## config.mk

```make
export PLATFORM = sky130hd
export DESIGN_NAME = shra_front
export DESIGN_NICKNAME = d
export VERILOG_FILES = /design/src/sv/shra_pkg.sv /design/src/sv/shra_front.sv
export SDC_FILE = /design/constraint.sdc
export NUM_CORES = 1
export LEC_CHECK = 0
export BUFFER_PORTS_ARGS = -buffer_cell sky130_fd_sc_hd__buf_2
export CAP_MARGIN = 20
export CORE_MARGIN = 1.5
export CORE_UTILIZATION = 46
export CTS_BUF_LIST = sky130_fd_sc_hd__clkbuf_8 sky130_fd_sc_hd__clkbuf_16
export DETAILED_ROUTE_END_ITERATION = 10
export PLACE_DENSITY = 0.92
export SYNTH_ARGS = -nofsm -noshare
export SYNTH_HDL_FRONTEND = slang
export SYNTH_SLANG_ARGS = --single-unit
```

## constraint.sdc

```tcl
create_clock -name clock -period 5 [get_ports clock]
set_clock_uncertainty 0.1 [all_clocks]
set_input_delay 0.25 -clock clock [delete_from_list [all_inputs] [get_ports clock]]
set_output_delay 0.25 -clock clock [all_outputs]
set_load 0.05 [all_outputs]
```

## src/sv/shra_pkg.sv

```systemverilog
// Shared types, codes and constants of the segment hit rate accumulator.
// No dependencies; every other file of the block imports this package.
package shra_pkg;

   // Default values of the top-level parameters.
   localparam int TIME_BINS_DEFAULT = 16;
   localparam int LAYERS_DEFAULT = 4;
   localparam int LADDERS_DEFAULT = 16;
   localparam int SENSORS_DEFAULT = 5;
   localparam int COUNTER_WIDTH_DEFAULT = 48;

   // Port field widths.
   localparam int ACTION_W = 2;
   localparam int BIN_PORT_W = 4;
   localparam int PRESENT_W = 2;
   localparam int LAYER_W = 2;
   localparam int LADDER_W = 4;
   localparam int SENSOR_W = 3;
   localparam int CHARGE_W = 20;
   localparam int CAT_W = 2;
   localparam int SEGMENT_W = 7;
   localparam int VALUE_W = 48;

   // The innermost layer keeps a small ladder by sensor map of its own.
   localparam int INNER_LADDERS = 7;
   localparam int INNER_SENSORS = 2;
   localparam int CATEGORIES = 4;

   // Back end sequencing: a hit touches up to five counters per category.
   localparam int HIT_STEPS = 5;
   localparam int STEP_W = 4;

   localparam int JOB_QUEUE_DEPTH = 4;
   localparam int RSP_DEPTH = 2;
   localparam int RSP_CNT_W = $clog2(RSP_DEPTH + 1);

   // Item actions.
   localparam logic [ACTION_W-1:0] ACT_EVENT = 2'd0;
   localparam logic [ACTION_W-1:0] ACT_DIGIT = 2'd1;
   localparam logic [ACTION_W-1:0] ACT_CLUSTER = 2'd2;
   localparam logic [ACTION_W-1:0] ACT_READ = 2'd3;

   // Counter categories.
   localparam logic [CAT_W-1:0] CAT_DIGIT = 2'd0;
   localparam logic [CAT_W-1:0] CAT_HIGH = 2'd1;
   localparam logic [CAT_W-1:0] CAT_LOW = 2'd2;
   localparam logic [CAT_W-1:0] CAT_USUM = 2'd3;

   // Counter operations of the back end.
   localparam logic [1:0] OP_ADD = 2'd0;
   localparam logic [1:0] OP_SET = 2'd1;
   localparam logic [1:0] OP_READ = 2'd2;

   // Counters touched by one hit, in the order the back end visits them.
   localparam logic [STEP_W-1:0] SUB_LAYER = 4'd0;
   localparam logic [STEP_W-1:0] SUB_LADDER = 4'd1;
   localparam logic [STEP_W-1:0] SUB_SENSOR = 4'd2;
   localparam logic [STEP_W-1:0] SUB_TOTAL = 4'd3;
   localparam logic [STEP_W-1:0] SUB_INNER = 4'd4;

   // Segment layout inside one bin and category.
   function automatic int seg_ladder_base(int layers);
      return layers;
   endfunction

   function automatic int seg_sensor_base(int layers, int ladders);
      return layers + layers * ladders;
   endfunction

   function automatic int seg_total(int layers, int ladders, int sensors);
      return layers * (1 + ladders + sensors);
   endfunction

   function automatic int seg_inner(int layers, int ladders, int sensors);
      return seg_total(layers, ladders, sensors) + 1;
   endfunction

   function automatic int seg_events(int layers, int ladders, int sensors);
      return seg_inner(layers, ladders, sensors) + INNER_LADDERS * INNER_SENSORS;
   endfunction

   function automatic int seg_valid(int layers, int ladders, int sensors);
      return seg_events(layers, ladders, sensors) + 1;
   endfunction

   function automatic int seg_count(int layers, int ladders, int sensors);
      return seg_valid(layers, ladders, sensors) + 1;
   endfunction

   // One unit of work for the back end.
   typedef struct packed {
      logic [ACTION_W-1:0] kind;
      logic [BIN_PORT_W-1:0] bin;
      logic digits;
      logic clusters;
      logic [LAYER_W-1:0] layer;
      logic [LADDER_W-1:0] ladder;
      logic [SENSOR_W-1:0] sensor;
      logic high;
      logic u_side;
      logic [CHARGE_W-1:0] charge;
      logic [CAT_W-1:0] cat;
      logic [SEGMENT_W-1:0] seg;
      logic clear;
      logic read_ok;
   } job_type;

   typedef struct packed {
      logic clearing;
      logic busy;
   } back_status_type;

endpackage

```

## src/sv/shra_front.sv

```systemverilog
// Front end: takes input items, tracks the open event and classifies each item
// into a job for the back end. Holds the charge threshold register. Uses shra_pkg.
module shra_front #(
   parameter int TIME_BINS = shra_pkg::TIME_BINS_DEFAULT,
   parameter int LAYERS = shra_pkg::LAYERS_DEFAULT,
   parameter int LADDERS = shra_pkg::LADDERS_DEFAULT,
   parameter int SENSORS = shra_pkg::SENSORS_DEFAULT
) (
   input logic clock,
   input logic reset,
   input logic accept,
   input logic [shra_pkg::ACTION_W-1:0] action,
   input logic [shra_pkg::BIN_PORT_W-1:0] time_bin,
   input logic event_accepted,
   input logic [shra_pkg::PRESENT_W-1:0] data_present,
   input logic [shra_pkg::LAYER_W-1:0] layer_index,
   input logic [shra_pkg::LADDER_W-1:0] ladder_index,
   input logic [shra_pkg::SENSOR_W-1:0] sensor_index,
   input logic [shra_pkg::CHARGE_W-1:0] cluster_charge,
   input logic is_u_side,
   input logic [shra_pkg::CAT_W-1:0] read_category,
   input logic [shra_pkg::SEGMENT_W-1:0] read_segment,
   input logic clear_after_read,
   input logic csr_write,
   input logic [shra_pkg::CHARGE_W-1:0] csr_data,
   output logic job_push,
   output shra_pkg::job_type job
);
   import shra_pkg::*;

   localparam int SEGMENTS = seg_count(LAYERS, LADDERS, SENSORS);

   logic [CHARGE_W-1:0] threshold_ff, threshold_in;
   logic [BIN_PORT_W-1:0] cur_bin_ff, cur_bin_in;
   logic event_open_ff, event_open_in;
   logic digits_open_ff, digits_open_in;
   logic clusters_open_ff, clusters_open_in;
   logic bin_ok, pos_ok, seg_ok;

   always_comb begin
      bin_ok = 32'(time_bin) < TIME_BINS;
      pos_ok = (32'(layer_index) < LAYERS) && (32'(ladder_index) < LADDERS)
               && (32'(sensor_index) < SENSORS);
      seg_ok = 32'(read_segment) < SEGMENTS;

      threshold_in = csr_write ? csr_data : threshold_ff;
      cur_bin_in = cur_bin_ff;
      event_open_in = event_open_ff;
      digits_open_in = digits_open_ff;
      clusters_open_in = clusters_open_ff;
      job_push = 1'b0;

      job.kind = action;
      job.bin = ((action == ACT_EVENT) || (action == ACT_READ)) ? time_bin : cur_bin_ff;
      job.digits = data_present[0];
      job.clusters = data_present[1];
      job.layer = layer_index;
      job.ladder = ladder_index;
      job.sensor = sensor_index;
      job.high = cluster_charge > threshold_ff;
      job.u_side = is_u_side;
      job.charge = cluster_charge;
      job.cat = read_category;
      job.seg = read_segment;
      job.clear = clear_after_read;
      job.read_ok = bin_ok && seg_ok;

      if (accept) begin
         unique case (action)
            ACT_EVENT: begin
               event_open_in = 1'b0;
               digits_open_in = 1'b0;
               clusters_open_in = 1'b0;
               if (event_accepted && bin_ok) begin
                  cur_bin_in = time_bin;
                  event_open_in = 1'b1;
                  digits_open_in = data_present[0];
                  clusters_open_in = data_present[1];
                  // An event without data marks only opens; nothing to count.
                  job_push = |data_present;
               end
            end
            ACT_DIGIT: begin
               job_push = event_open_ff && digits_open_ff && pos_ok;
            end
            ACT_CLUSTER: begin
               job_push = event_open_ff && clusters_open_ff && pos_ok;
            end
            ACT_READ: begin
               job_push = 1'b1;
            end
         endcase
      end
   end

   always_ff @(posedge clock) begin
      if (reset) begin
         threshold_ff <= '0;
         cur_bin_ff <= '0;
         event_open_ff <= 1'b0;
         digits_open_ff <= 1'b0;
         clusters_open_ff <= 1'b0;
      end else begin
         threshold_ff <= threshold_in;
         cur_bin_ff <= cur_bin_in;
         event_open_ff <= event_open_in;
         digits_open_ff <= digits_open_in;
         clusters_open_ff <= clusters_open_in;
      end
   end

endmodule

```

# Word level (Yosys, flattened, before mapping)
# Index checks and enable logic that the tools add are counted.
[word_totals] regBits=27 out_inout_bits=51 elab_cells=27
[classes] order_cmp=3 n_eq_ne=3 muxes=7 n_reduce_logical=9
[op_table] op="$gt 20x20->1" n=1
[op_table] op="$lt 7x7->1 const B" n=1
[op_table] op="$mux 1" n=5
[op_table] op="$eq 2x2->1 const B" n=2
[op_table] op="$logic_and 1x1->1" n=4
[op_table] op="$mux 4" n=1
[op_table] op="$pmux 1 s4" n=1
[op_table] op="$lt 3x3->1 const B" n=1
[op_table] op="$reduce_and 3->1" n=1
[op_table] op="$eq 2x1->1 const B" n=1
[op_table] op="$logic_not 2->1" n=1
[op_table] op="$reduce_and 2->1" n=1
[op_table] op="$reduce_or 2->1" n=1
[op_table] op="$logic_or 1x1->1" n=1

# Depth between registers and ports, before layout
# Gate-level depths: netlist of run 1.
[depth] word_depth=4 depth_mapped=7 depth_no_buf=7

# Worst setup path before layout of run 1
# OpenSTA, ideal clock, no wires.
[synth_path] path_kind="flip-flop to output port" start="register threshold_ff[1]" end="output job[32] (netlist bit)" t_arrival_ns=1.653 t_required_ns=4.650 slack_ns=2.997 path_stages_with_launch=8 path_cell_list="dfxtp_1 inv_1 ha_1 nor2b_4 o211ai_2 a21boi_1 o41a_1 o22a_1"
[synth_rtl] element="start, declared" line="shra_front.sv:33" text="logic [CHARGE_W-1:0] threshold_ff, threshold_in;"
[synth_rtl] element="start signal, assigned" line="shra_front.sv:104" text="threshold_ff <= threshold_in;"
[synth_rtl] element="end, declared" line="shra_front.sv:27" text="output shra_pkg::job_type job"

==> impl_metrics.env, run 1 <==
export IMPL_grt_ovfl_total=0
export IMPL_diodes=0
export IMPL_rrSetupSlack_ns=4.26
export IMPL_h_tree_depth=1
export IMPL_reg2reg_from="threshold_ff[17]"
export IMPL_gr_usage_all_layers=0.180
export IMPL_status="finished, final reports clean"
export IMPL_cts_hold_buf=0
export IMPL_die_w_um=67.9
export IMPL_rsz0062_at_grt="no"
export IMPL_drc_errors=0
export IMPL_yosys_area_top_type="dfxtp_1"
export IMPL_ys_ff_latch=27
export IMPL_finalCritPeriodShare=0.481
export IMPL_grt_start_max_net_pins=28
export IMPL_synth_cells=224
export IMPL_hold_path_class="in -> reg"
export IMPL_maxSlewViolCount=0
export IMPL_yosys_area_share_simple=0.114
export IMPL_cp_required_ns=4.65
export IMPL_coreArea_um2=4030
export IMPL_grt_pass1_vias=1542
export IMPL_setup_tns_ns=0
export IMPL_synth_top_family_by_area="buffers and inverters"
export IMPL_peakVddDrop_v=0.000124
export IMPL_synthMuxAreaShare=0.153
export IMPL_yosysMostFrequentCell="buf_4"
export IMPL_grt_pass1_wl_um=6330
export IMPL_drt_iter0_drc=32
export IMPL_reg2reg_to="threshold_ff[17]"
export IMPL_min_path_cells=3
export IMPL_vias=1606
export IMPL_endpoint_kind="output pin"
export IMPL_fin_area_um2=2200
export IMPL_maxSlewHeadroom=0.602
export IMPL_fmax_mhz=416
export IMPL_avgSynthCellArea_um2=8.65
export IMPL_seq_area_frac_synth=0.279
export IMPL_holdWs_ns=0.114
export IMPL_crit_arrival_ns=2.05
export IMPL_path_cells="inv_1, ha_1, nand4_1, nor3_1, o41a_1, o22a_1, buf_2"
export IMPL_synth_compound_area_share=0.0769
export IMPL_cts_tree="built"
export IMPL_ant_nets=0
export IMPL_critPathSlowestCell="dfxtp_1"
export IMPL_start_kind="flop"
export IMPL_min_period_ns=2.40
export IMPL_netlist_top_cells_count="buf_4 (45), dfxtp_1 (27), nor2_1 (27)"
export IMPL_ys_flop_type="dfxtp_1"
export IMPL_maxCapViolCount=0
export IMPL_die_y_um=67.9
export IMPL_syn_to_final_growth_pct=13.6
export IMPL_finalHoldViolations=0
export IMPL_whs_endpoint="threshold_ff[7]"
export IMPL_worstSetupPathType="reg -> out"
export IMPL_crit_fanout=3
export IMPL_fin_ws_ns=2.60
export IMPL_drt_pass1_iter_count=4
export IMPL_ys_warn_count=0
export IMPL_clock_path_buffers=2
export IMPL_setup_violations_final=0
export IMPL_wl_um=3940
export IMPL_synth_cell_type_count=26
export IMPL_r2r_cells=2
export IMPL_path_clk_slew_ns=0.09
export IMPL_gp_routability_congestion=0.770
export IMPL_initial_core_util=0.481
export IMPL_synth_area_leaders="dfxtp_1 (28%), buf_4 (17%), ha_1 (15%), mux2i_1 (12%), nor2_1 (5.2%)"
export IMPL_port_buffers=103
export IMPL_routed_via_density=4.85
export IMPL_power_mw=0.543
export IMPL_post_cts_buffers=0
export IMPL_wire_per_inst_um=11.9
export IMPL_async_flop_share=0
export IMPL_pre_cts_ws_ns=2.87
export IMPL_place_area_um2=2160
export IMPL_clk_latency_ns=0.26
export IMPL_max_slew_worst_pin_slew_ns=0.597
export IMPL_rows=23
export IMPL_clock_sinks=27
export IMPL_synthXorXnorAreaFrac=0
export IMPL_final_layout_size_suffix_gt1_frac=0.402
export IMPL_cpPeakStageDelay_ns=0.35
export IMPL_die_area_um2=4610
export IMPL_cts_root_buffer_cell="clkbuf_8"
export IMPL_antenna_found_initial=0
export IMPL_cts_resized=0
export IMPL_yosys_area_share_adder=0.149
export IMPL_powerDensity_nw_per_um2=247
export IMPL_cts_made_buffers=3
export IMPL_synth_nets=320
export IMPL_fillCellCount=399
export IMPL_leakagePower_nw=1.17
export IMPL_synth_area_um2=1940
export IMPL_fin_nets=378
export IMPL_synth_top_area_frac=0.279
export IMPL_hp_start="csr_data[7]"
export IMPL_synth_edff_count=0
export IMPL_num_io_pins=124
export IMPL_hpwl_um=3310
[metrics by stage]
stage	util	cells
after floorplan	-	224
after global placement	0.535	327
after detailed placement	0.535	327
after CTS	0.546	331
after global routing	0.546	331
final	0.546	331
[where the power goes]
| group | switching (mW) | internal [mW] | leakage (nW) |
|---|---|---|---|
| clock network | 0.0651 | 0.0549 | 0.0269 |
| registers | 0.00536 | 0.226 | 0.222 |
| logic | 0.126 | 0.0658 | 0.926 |
| total | 0.197 | 0.347 | 1.17 |
[cell usage in the layout, fill, tap and decap left out]
master,count
buf_2,103
nor2_1,27
dfxtp_1,27
mux2i_1,24
inv_1,23
ha_1,23
a21oi_1,11
nand2_1,10
nand4_1,7
mux2_2,5
nand3_1,4
o21ai_0,3
clkbuf_8,3
o31a_1,1
o211ai_1,1
a211oi_1,1
a21o_1,1
nor2b_4,1
o211ai_2,1
a21boi_1,1
a21boi_0,1
nor3_1,1
o41a_1,1
o22a_1,1
[how the worst max path moves through the flow]
| stage | cells past startpoint | to | slack [ns] | from |
|---|---|---|---|---|
| final | 7 | job[32] | 2.60 | threshold_ff[18] |
| after CTS | 8 | job[32] | 2.58 | threshold_ff[10] |
| after detailed placement | 8 | job[32] | 2.87 | cluster_charge[10] |
| after global placement | 8 | job[32] | 2.89 | cluster_charge[1] |
| after floorplan | 7 | job[32] | 3.00 | threshold_ff[1] |
| after global routing | 8 | job[32] | 2.47 | threshold_ff[1] |
[critical path: cells and delay by family, from the launching register on]
family	cells	cell delay [ns]
and+or+nand+nor	2	0.47
DFF	1	0.35
AOI/OAI and AO/OA	2	0.34
buffers and inverters	2	0.32
adders and majority gates	1	0.31
[sequential cells by signal (all words and copies together), names as in the netlist]
name,flops
cur_bin_ff,4
event_open_ff,1
clusters_open_ff,1
threshold_ff,20
digits_open_ff,1
[metal layers]
| metal | up-vias | wire length (um) | track usage |
|---|---|---|---|
| met2 | 67 | 2050 | 0.352 |
| met4 | 0 | 34 | 0.0450 |
| met3 | 4 | 291 | 0.0313 |
| met1 | 720 | 1570 | 0.198 |
| met5 | - | 0 | 0 |
| li1 | 815 | - | - |
[cell families after synthesis]
logic type               after synthesis
multiplexers                          29
flip-flops                            27
AO/OA/AOI/OAI                         23
AND/OR/NAND/NOR                       50
buffers and inverters                 72
adder cells (fa/ha/maj)               23
[area by class of cell]
cell class | count | area (um2) | area share
clock buffers | 3 | 41.3 | 0.0188
multi-input cells | 125 | 955 | 0.434
clock inverters | 1 | 3.75 | 0.00171
inverters | 22 | 82.6 | 0.0375
flip-flops and latches | 27 | 541 | 0.246
well taps | 50 | 62.6 | 0.0284
repair buffers | 103 | 515 | 0.234
No activity file was read; power rests on OpenSTA's default activity.
==> run 2: changes to the inputs <==
--- a/config.mk
+++ b/config.mk
@@ -8,10 +8,10 @@
 export BUFFER_PORTS_ARGS = -buffer_cell sky130_fd_sc_hd__buf_2
 export CAP_MARGIN = 20
 export CORE_MARGIN = 1.5
-export CORE_UTILIZATION = 46
+export CORE_UTILIZATION = 43
 export CTS_BUF_LIST = sky130_fd_sc_hd__clkbuf_8 sky130_fd_sc_hd__clkbuf_16
 export DETAILED_ROUTE_END_ITERATION = 10
-export PLACE_DENSITY = 0.92
+export PLACE_DENSITY = 0.87
 export SYNTH_ARGS = -nofsm -noshare
 export SYNTH_HDL_FRONTEND = slang
 export SYNTH_SLANG_ARGS = --single-unit
==> constraint.sdc (replaced) <==
create_clock -name clock -period 2.3 [get_ports clock]
set_clock_uncertainty 0.1 [all_clocks]
set_input_delay 0.115 -clock clock [delete_from_list [all_inputs] [get_ports clock]]
set_output_delay 0.115 -clock clock [all_outputs]
set_load 0.05 [all_outputs]
==> run 2 against run 1 <==
Effect of this change: sequential power up 120%; sequential share of layout area shrank 1.9 points; cell count grew 5.7%; flip-flop and latch count is the same; via count is 4.5% higher; register-to-register slack worse by 2.8 ns; power increased by 130%; first-iteration DRC count rose by 13%; worst setup slack got worse by 2.5 ns; non-clock buffer count increased by 17; design area grew 9.6%; highest routed layer unchanged; global-route usage fell by 1.1 points.
==> impl_metrics.env, run 2 (synthesis results as in run 1) <==
export IMPL_die_y_um=70.1
export IMPL_final_common_cell="buf_2"
export IMPL_vias=1679
export IMPL_critPathLaunch="threshold_ff[5]"
export IMPL_final_layout_size_suffix_gt1_frac=0.403
export IMPL_leakagePower_nw=1.25
export IMPL_initial_core_util=0.445
export IMPL_fin_ws_ns=0.109
export IMPL_p_clk_frac=0.219
export IMPL_drt_iter0_drc=36
export IMPL_gr_usage_all_layers=0.169
export IMPL_grt_pass1_vias=1660
export IMPL_clock_sinks=27
export IMPL_switchingPower_mw=0.442
export IMPL_multi_input_area_um2=980
export IMPL_start_kind="flop"
export IMPL_maxSlewHeadroom=0.580
export IMPL_hpwl_um=3240
export IMPL_intPower_mw=0.782
export IMPL_status="finished, final reports clean"
export IMPL_worstSetupPathType="reg -> out"
export IMPL_maxCapViolCount=0
export IMPL_hp_start="csr_data[11]"
export IMPL_rrSetupSlack_ns=1.51
export IMPL_powerDensity_nw_per_um2=508
export IMPL_cts_made_buffers=3
export IMPL_grt_start_max_net_pins=28
export IMPL_die_area_um2=4920
export IMPL_grt_pass1_wl_um=6810
export IMPL_crit_fanout=2
export IMPL_finalCritPeriodShare=0.953
export IMPL_cts_root_buffer_cell="clkbuf_8"
export IMPL_clock_path_buffers=2
export IMPL_rsz0062_at_grt="no"
export IMPL_largest_register="threshold_ff"
export IMPL_die_w_um=70.1
export IMPL_syn_to_final_growth_pct=24.5
export IMPL_wire_per_inst_um=12.4
export IMPL_crit_arrival_ns=1.98
export IMPL_fillCellCount=392
export IMPL_max_slew_worst_pin_slew_ns=0.630
export IMPL_cpPeakStageDelay_ns=0.39
export IMPL_drt_pass1_iter_count=4
export IMPL_hold_path_class="in -> reg"
export IMPL_port_buffers=103
export IMPL_critPathSlowestCell="o41a_1"
export IMPL_comb_power_share=0.370
export IMPL_coreArea_um2=4350
export IMPL_endpoint_kind="output pin"
export IMPL_drc_errors=0
export IMPL_diodes=0
export IMPL_fmax_mhz=456
export IMPL_peakVddDrop_v=0.000310
export IMPL_routed_via_density=4.80
export IMPL_cp_required_ns=2.09
export IMPL_p_sw_frac=0.361
export IMPL_seqCellArea_um2=546
export IMPL_finalHoldViolations=0
export IMPL_grt_ovfl_total=0
export IMPL_antenna_found_initial=0
export IMPL_wl_um=4340
export IMPL_clk_latency_ns=0.26
export IMPL_ant_nets=0
export IMPL_setup_violations_final=0
export IMPL_rows=24
export IMPL_cts_tree="built"
export IMPL_top_regs="threshold_ff (20), cur_bin_ff (4)"
export IMPL_largest_reg_flops=20
export IMPL_path_cells="inv_1, ha_1, a21o_1, nand3_1, a21oi_1, o41a_1, o22a_1, buf_6"
export IMPL_fin_nets=395
export IMPL_min_period_ns=2.19
export IMPL_final_cell_mix="buf_2 (102), nor2_1 (27), mux2i_1 (24)"
export IMPL_num_io_pins=124
export IMPL_maxSlewViolCount=0
export IMPL_pwr_share_seq=0.411
export IMPL_reg2reg_from="threshold_ff[10]"
export IMPL_h_tree_depth=1
export IMPL_gp_routability_congestion=0.762
export IMPL_pre_cts_ws_ns=0.344
export IMPL_setup_tns_ns=0
export IMPL_path_clk_slew_ns=0.10
-- run 2: what timing repair did --
action | CTS | global route
hold buffers | 17 | 0
setup endpoints to repair | 0 | 1
buffers inserted | 0 | 0
resized for setup | 0 | 9
endpoints found under the hold margin | 17 | 0
-- run 2: final timing paths --
check        depth (start not counted)          endpoint
min reg2reg                          2    digits_open_ff
max                                  8           job[32]
min                                  3  threshold_ff[11]
max reg2reg                          2  threshold_ff[10]
-- run 2: final cells by class --
| class | count | area share |
|---|---|---|
| Tap cell | 52 | 0.0270 |
| Clock inverter | 1 | 0.00208 |
| Clock buffer | 3 | 0.0171 |
| Timing Repair Buffer | 120 | 0.287 |
| Sequential cell | 27 | 0.226 |
| Inverter | 22 | 0.0343 |
| Multi-Input combinational cell | 125 | 0.406 |
-- run 2: critical path: cells and delay by family, from the launching register on --
family | cells | cell delay [ns]
fa+ha+maj | 1 | 0.28
simple gates | 1 | 0.07
flops | 1 | 0.33
compound gates | 4 | 0.82
buf+inv | 2 | 0.20
-- run 2: per-layer routing --
layer,GRT usage,share of wire,up-vias
met1,0.179,0.40,757
met2,0.339,0.53,65
li1,-,-,851
met3,0.0260,0.059,6
met5,0,0,-
met4,0.0491,0.011,0
-- run 2: power by group through the flow --
stage	Sequential (mW)	Clock (mW)	Combinational, mW
6_report	0.503	0.268	0.453
5_1_grt	0.506	0.297	0.491
4_1_cts	0.502	0.277	0.445
3_5_place_dp	0.513	0	0.421
3_3_place_gp	0.512	0	0.410
2_1_floorplan	0.510	0	0.385
-- run 2: per-stage QoR --
| step | utilization | total power, mW | cells | hold slack [ns] | area (um2) |
|---|---|---|---|---|---|
| global route | 0.554 | 1.29 | 350 | 0.0252 | 2410 |
| global placement | 0.496 | 0.921 | 329 | 0.130 | 2160 |
| finish | 0.554 | 1.22 | 350 | 0.000256 | 2410 |
| floorplan | - | 0.895 | 224 | 0.159 | 1940 |
| detailed placement | 0.496 | 0.934 | 329 | 0.130 | 2160 |
| CTS | 0.545 | 1.22 | 350 | 0.000245 | 2370 |
==> run 3: changes to the inputs <==
==> config.mk (replaced) <==
export PLATFORM = sky130hd
export DESIGN_NAME = shra_front
export DESIGN_NICKNAME = d
export VERILOG_FILES = /design/src/sv/shra_pkg.sv /design/src/sv/shra_front.sv
export SDC_FILE = /design/constraint.sdc
export NUM_CORES = 1
export LEC_CHECK = 0
export CAP_MARGIN = 20
export CORE_MARGIN = 1.5
export CORE_UTILIZATION = 63
export CTS_BUF_LIST = sky130_fd_sc_hd__clkbuf_8 sky130_fd_sc_hd__clkbuf_16
export DETAILED_ROUTE_END_ITERATION = 10
export DONT_BUFFER_PORTS = 1
export PLACE_DENSITY = 0.85
export SYNTH_ARGS = -nofsm -noshare
export SYNTH_HDL_FRONTEND = slang
export SYNTH_SLANG_ARGS = --single-unit
==> run 3 against run 2 <==
Effect of this change: register-to-register slack lost 0.57 ns; count of clock-buffer cells in the layout is the same; critical path depth shrank 1; global-route usage grew 7.1 points; flip-flop and latch count is the same; largest power group unchanged; worst hold slack gained 0.095 ns.
==> impl_metrics.env, run 3 (synthesis results as in run 1) <==
export IMPL_pwr_share_seq=0.475
export IMPL_gr_usage_all_layers=0.240
export IMPL_port_buffers=0
export IMPL_final_cell_mix="dlygate4sd3_1 (49), nor2_1 (27), mux2i_1 (24), dfxtp_1 (24), inv_1 (23)"
export IMPL_reg2reg_from="threshold_ff[16]"
export IMPL_antenna_found_initial=0
export IMPL_wl_met3_um=292
export IMPL_hpwl_um=2640
export IMPL_maxSlewViolCount=0
export IMPL_rows=19
export IMPL_top_layer="met4"
export IMPL_cp_required_ns=2.09
export IMPL_peakVddDrop_v=0.000267
export IMPL_wl_met2_um=2080
export IMPL_worstSetupPathType="reg -> out"
export IMPL_cts_made_buffers=3
export IMPL_h_tree_depth=1
export IMPL_maxCapViolCount=0
export IMPL_max_slew_worst_pin_slew_ns=1.01
export IMPL_post_cts_buffers=0
export IMPL_grt_pass1_wl_um=6440
export IMPL_finalHoldViolations=0
export IMPL_routed_via_density=5.60
export IMPL_fin_ws_ns=0.0764
export IMPL_p_clk_frac=0.247
export IMPL_rrSetupSlack_ns=0.94
export IMPL_cts_root_buffer_cell="clkbuf_8"
export IMPL_crit_arrival_ns=2.01
export IMPL_pre_cts_ws_ns=0.349
export IMPL_fin_area_um2=2210
export IMPL_num_io_pins=124
export IMPL_hold_path_class="in -> reg"
export IMPL_final_common_cell="dlygate4sd3_1"
export IMPL_finalCritPeriodShare=0.967
export IMPL_cp_endpoint="job[32]"
export IMPL_powerDensity_nw_per_um2=480
export IMPL_path_clk_slew_ns=0.09
export IMPL_coreArea_um2=2830
export IMPL_intPower_mw=0.767
export IMPL_endpoint_kind="output pin"
export IMPL_drt_iter0_drc=59
export IMPL_grt_ovfl_total=0
export IMPL_wire_per_inst_um=15.7
export IMPL_switchingPower_mw=0.293
export IMPL_ant_nets=0
export IMPL_place_area_um2=1640
export IMPL_grt_start_max_net_pins=28
export IMPL_top_regs="threshold_ff (20), cur_bin_ff (4)"
export IMPL_crit_fanout=3
export IMPL_comb_power_share=0.278
export IMPL_start_kind="flop"
export IMPL_setup_violations_final=0
export IMPL_clock_sinks=27
export IMPL_grt_pass1_vias=1521
export IMPL_leakagePower_nw=0.973
export IMPL_clk_latency_ns=0.26
export IMPL_min_period_ns=2.22
export IMPL_gp_routability_congestion=0.790
export IMPL_syn_to_final_growth_pct=14.0
export IMPL_r2r_cells=3
export IMPL_reg2reg_to="threshold_ff[16]"
export IMPL_die_w_um=58.4
export IMPL_largest_reg_flops=20
export IMPL_largest_register="threshold_ff"
export IMPL_critPathLaunch="threshold_ff[7]"
export IMPL_drc_errors=0
export IMPL_diodes=0
export IMPL_final_layout_size_suffix_gt1_frac=0.0783
export IMPL_maxSlewHeadroom=0.323
export IMPL_status="finished, final reports clean"
export IMPL_p_sw_frac=0.277
export IMPL_fin_nets=327
export IMPL_fmax_mhz=450
export IMPL_wl_met1_um=1660
export IMPL_setup_tns_ns=0
export IMPL_cts_tree="built"
export IMPL_die_area_um2=3420
export IMPL_initial_core_util=0.685
export IMPL_drt_pass1_iter_count=4
export IMPL_clock_path_buffers=2
export IMPL_die_y_um=58.4
export IMPL_wl_um=4090
export IMPL_vias=1461
[run 3: changes by cell type in the layout (fill, tap and decap cells not counted), sizes merged]
| cell | previous run | this run |
|---|---|---|
| buf | 103 | 3 |
| inv | 22 | 23 |
| clkinv | 1 | 0 |
| dlygate4sd3 | 17 | 49 |
[run 3: how the worst min path moves through the flow]
stage | startpoint | to | cells after the start
final | event_accepted | event_open_ff | 2
after CTS | event_accepted | event_open_ff | 2
after floorplan | time_bin[0] | cur_bin_ff[0] | 2
after detailed placement | reset | digits_open_ff | 1
after global routing | event_accepted | event_open_ff | 2
after global placement | reset | event_open_ff | 1
[run 3: power by group through the flow]
| stage | Clock (mW) | Combinational [mW] | Sequential, mW |
|---|---|---|---|
| after floorplan | 0 | 0.385 | 0.510 |
| after global placement | 0 | 0.187 | 0.512 |
| after detailed placement | 0 | 0.197 | 0.513 |
| after CTS | 0.265 | 0.282 | 0.502 |
| after global routing | 0.285 | 0.323 | 0.506 |
| final | 0.262 | 0.294 | 0.503 |
[run 3: final cells by class]
class,count,area (um2)
timing repair buffer,52,517
clock inverter,1,3.75
multi-input combinational,125,980
tap,31,38.8
clock buffer,3,41.3
inverter,22,82.6
sequential,27,544
fill,188,622
[run 3: critical path: stages, from the launching register on]
cell and delay (ns):
dfxtp_1 0.35, inv_1 0.05, ha_1 0.31, a21oi_1 0.18, a21oi_1 0.09, o41a_1 0.40, o22a_1 0.21, buf_6 0.15
[run 3: what timing repair did]
item                                    4_1_cts  5_1_grt
hold buffers                                 49        0
resized for setup                             0        6
endpoints found under the setup margin        0        1
hold endpoints to repair                     27        0
[run 3: layer usage]
layer	global-route usage	up-vias
li1	-	715
met1	0.268	679
met2	0.457	57
met3	0.0593	10
met4	0.0465	0
met5	0	-
[run 3: metrics by stage]
stage | hold WS [ns] | util | power [mW] | std cells
floorplan | 0.159 | - | 0.895 | 224
global placement | 0.0882 | 0.579 | 0.699 | 208
detailed placement | 0.0909 | 0.579 | 0.710 | 208
CTS | 0.104 | 0.769 | 1.05 | 261
global route | 0.122 | 0.780 | 1.11 | 261
finish | 0.0949 | 0.780 | 1.06 | 261
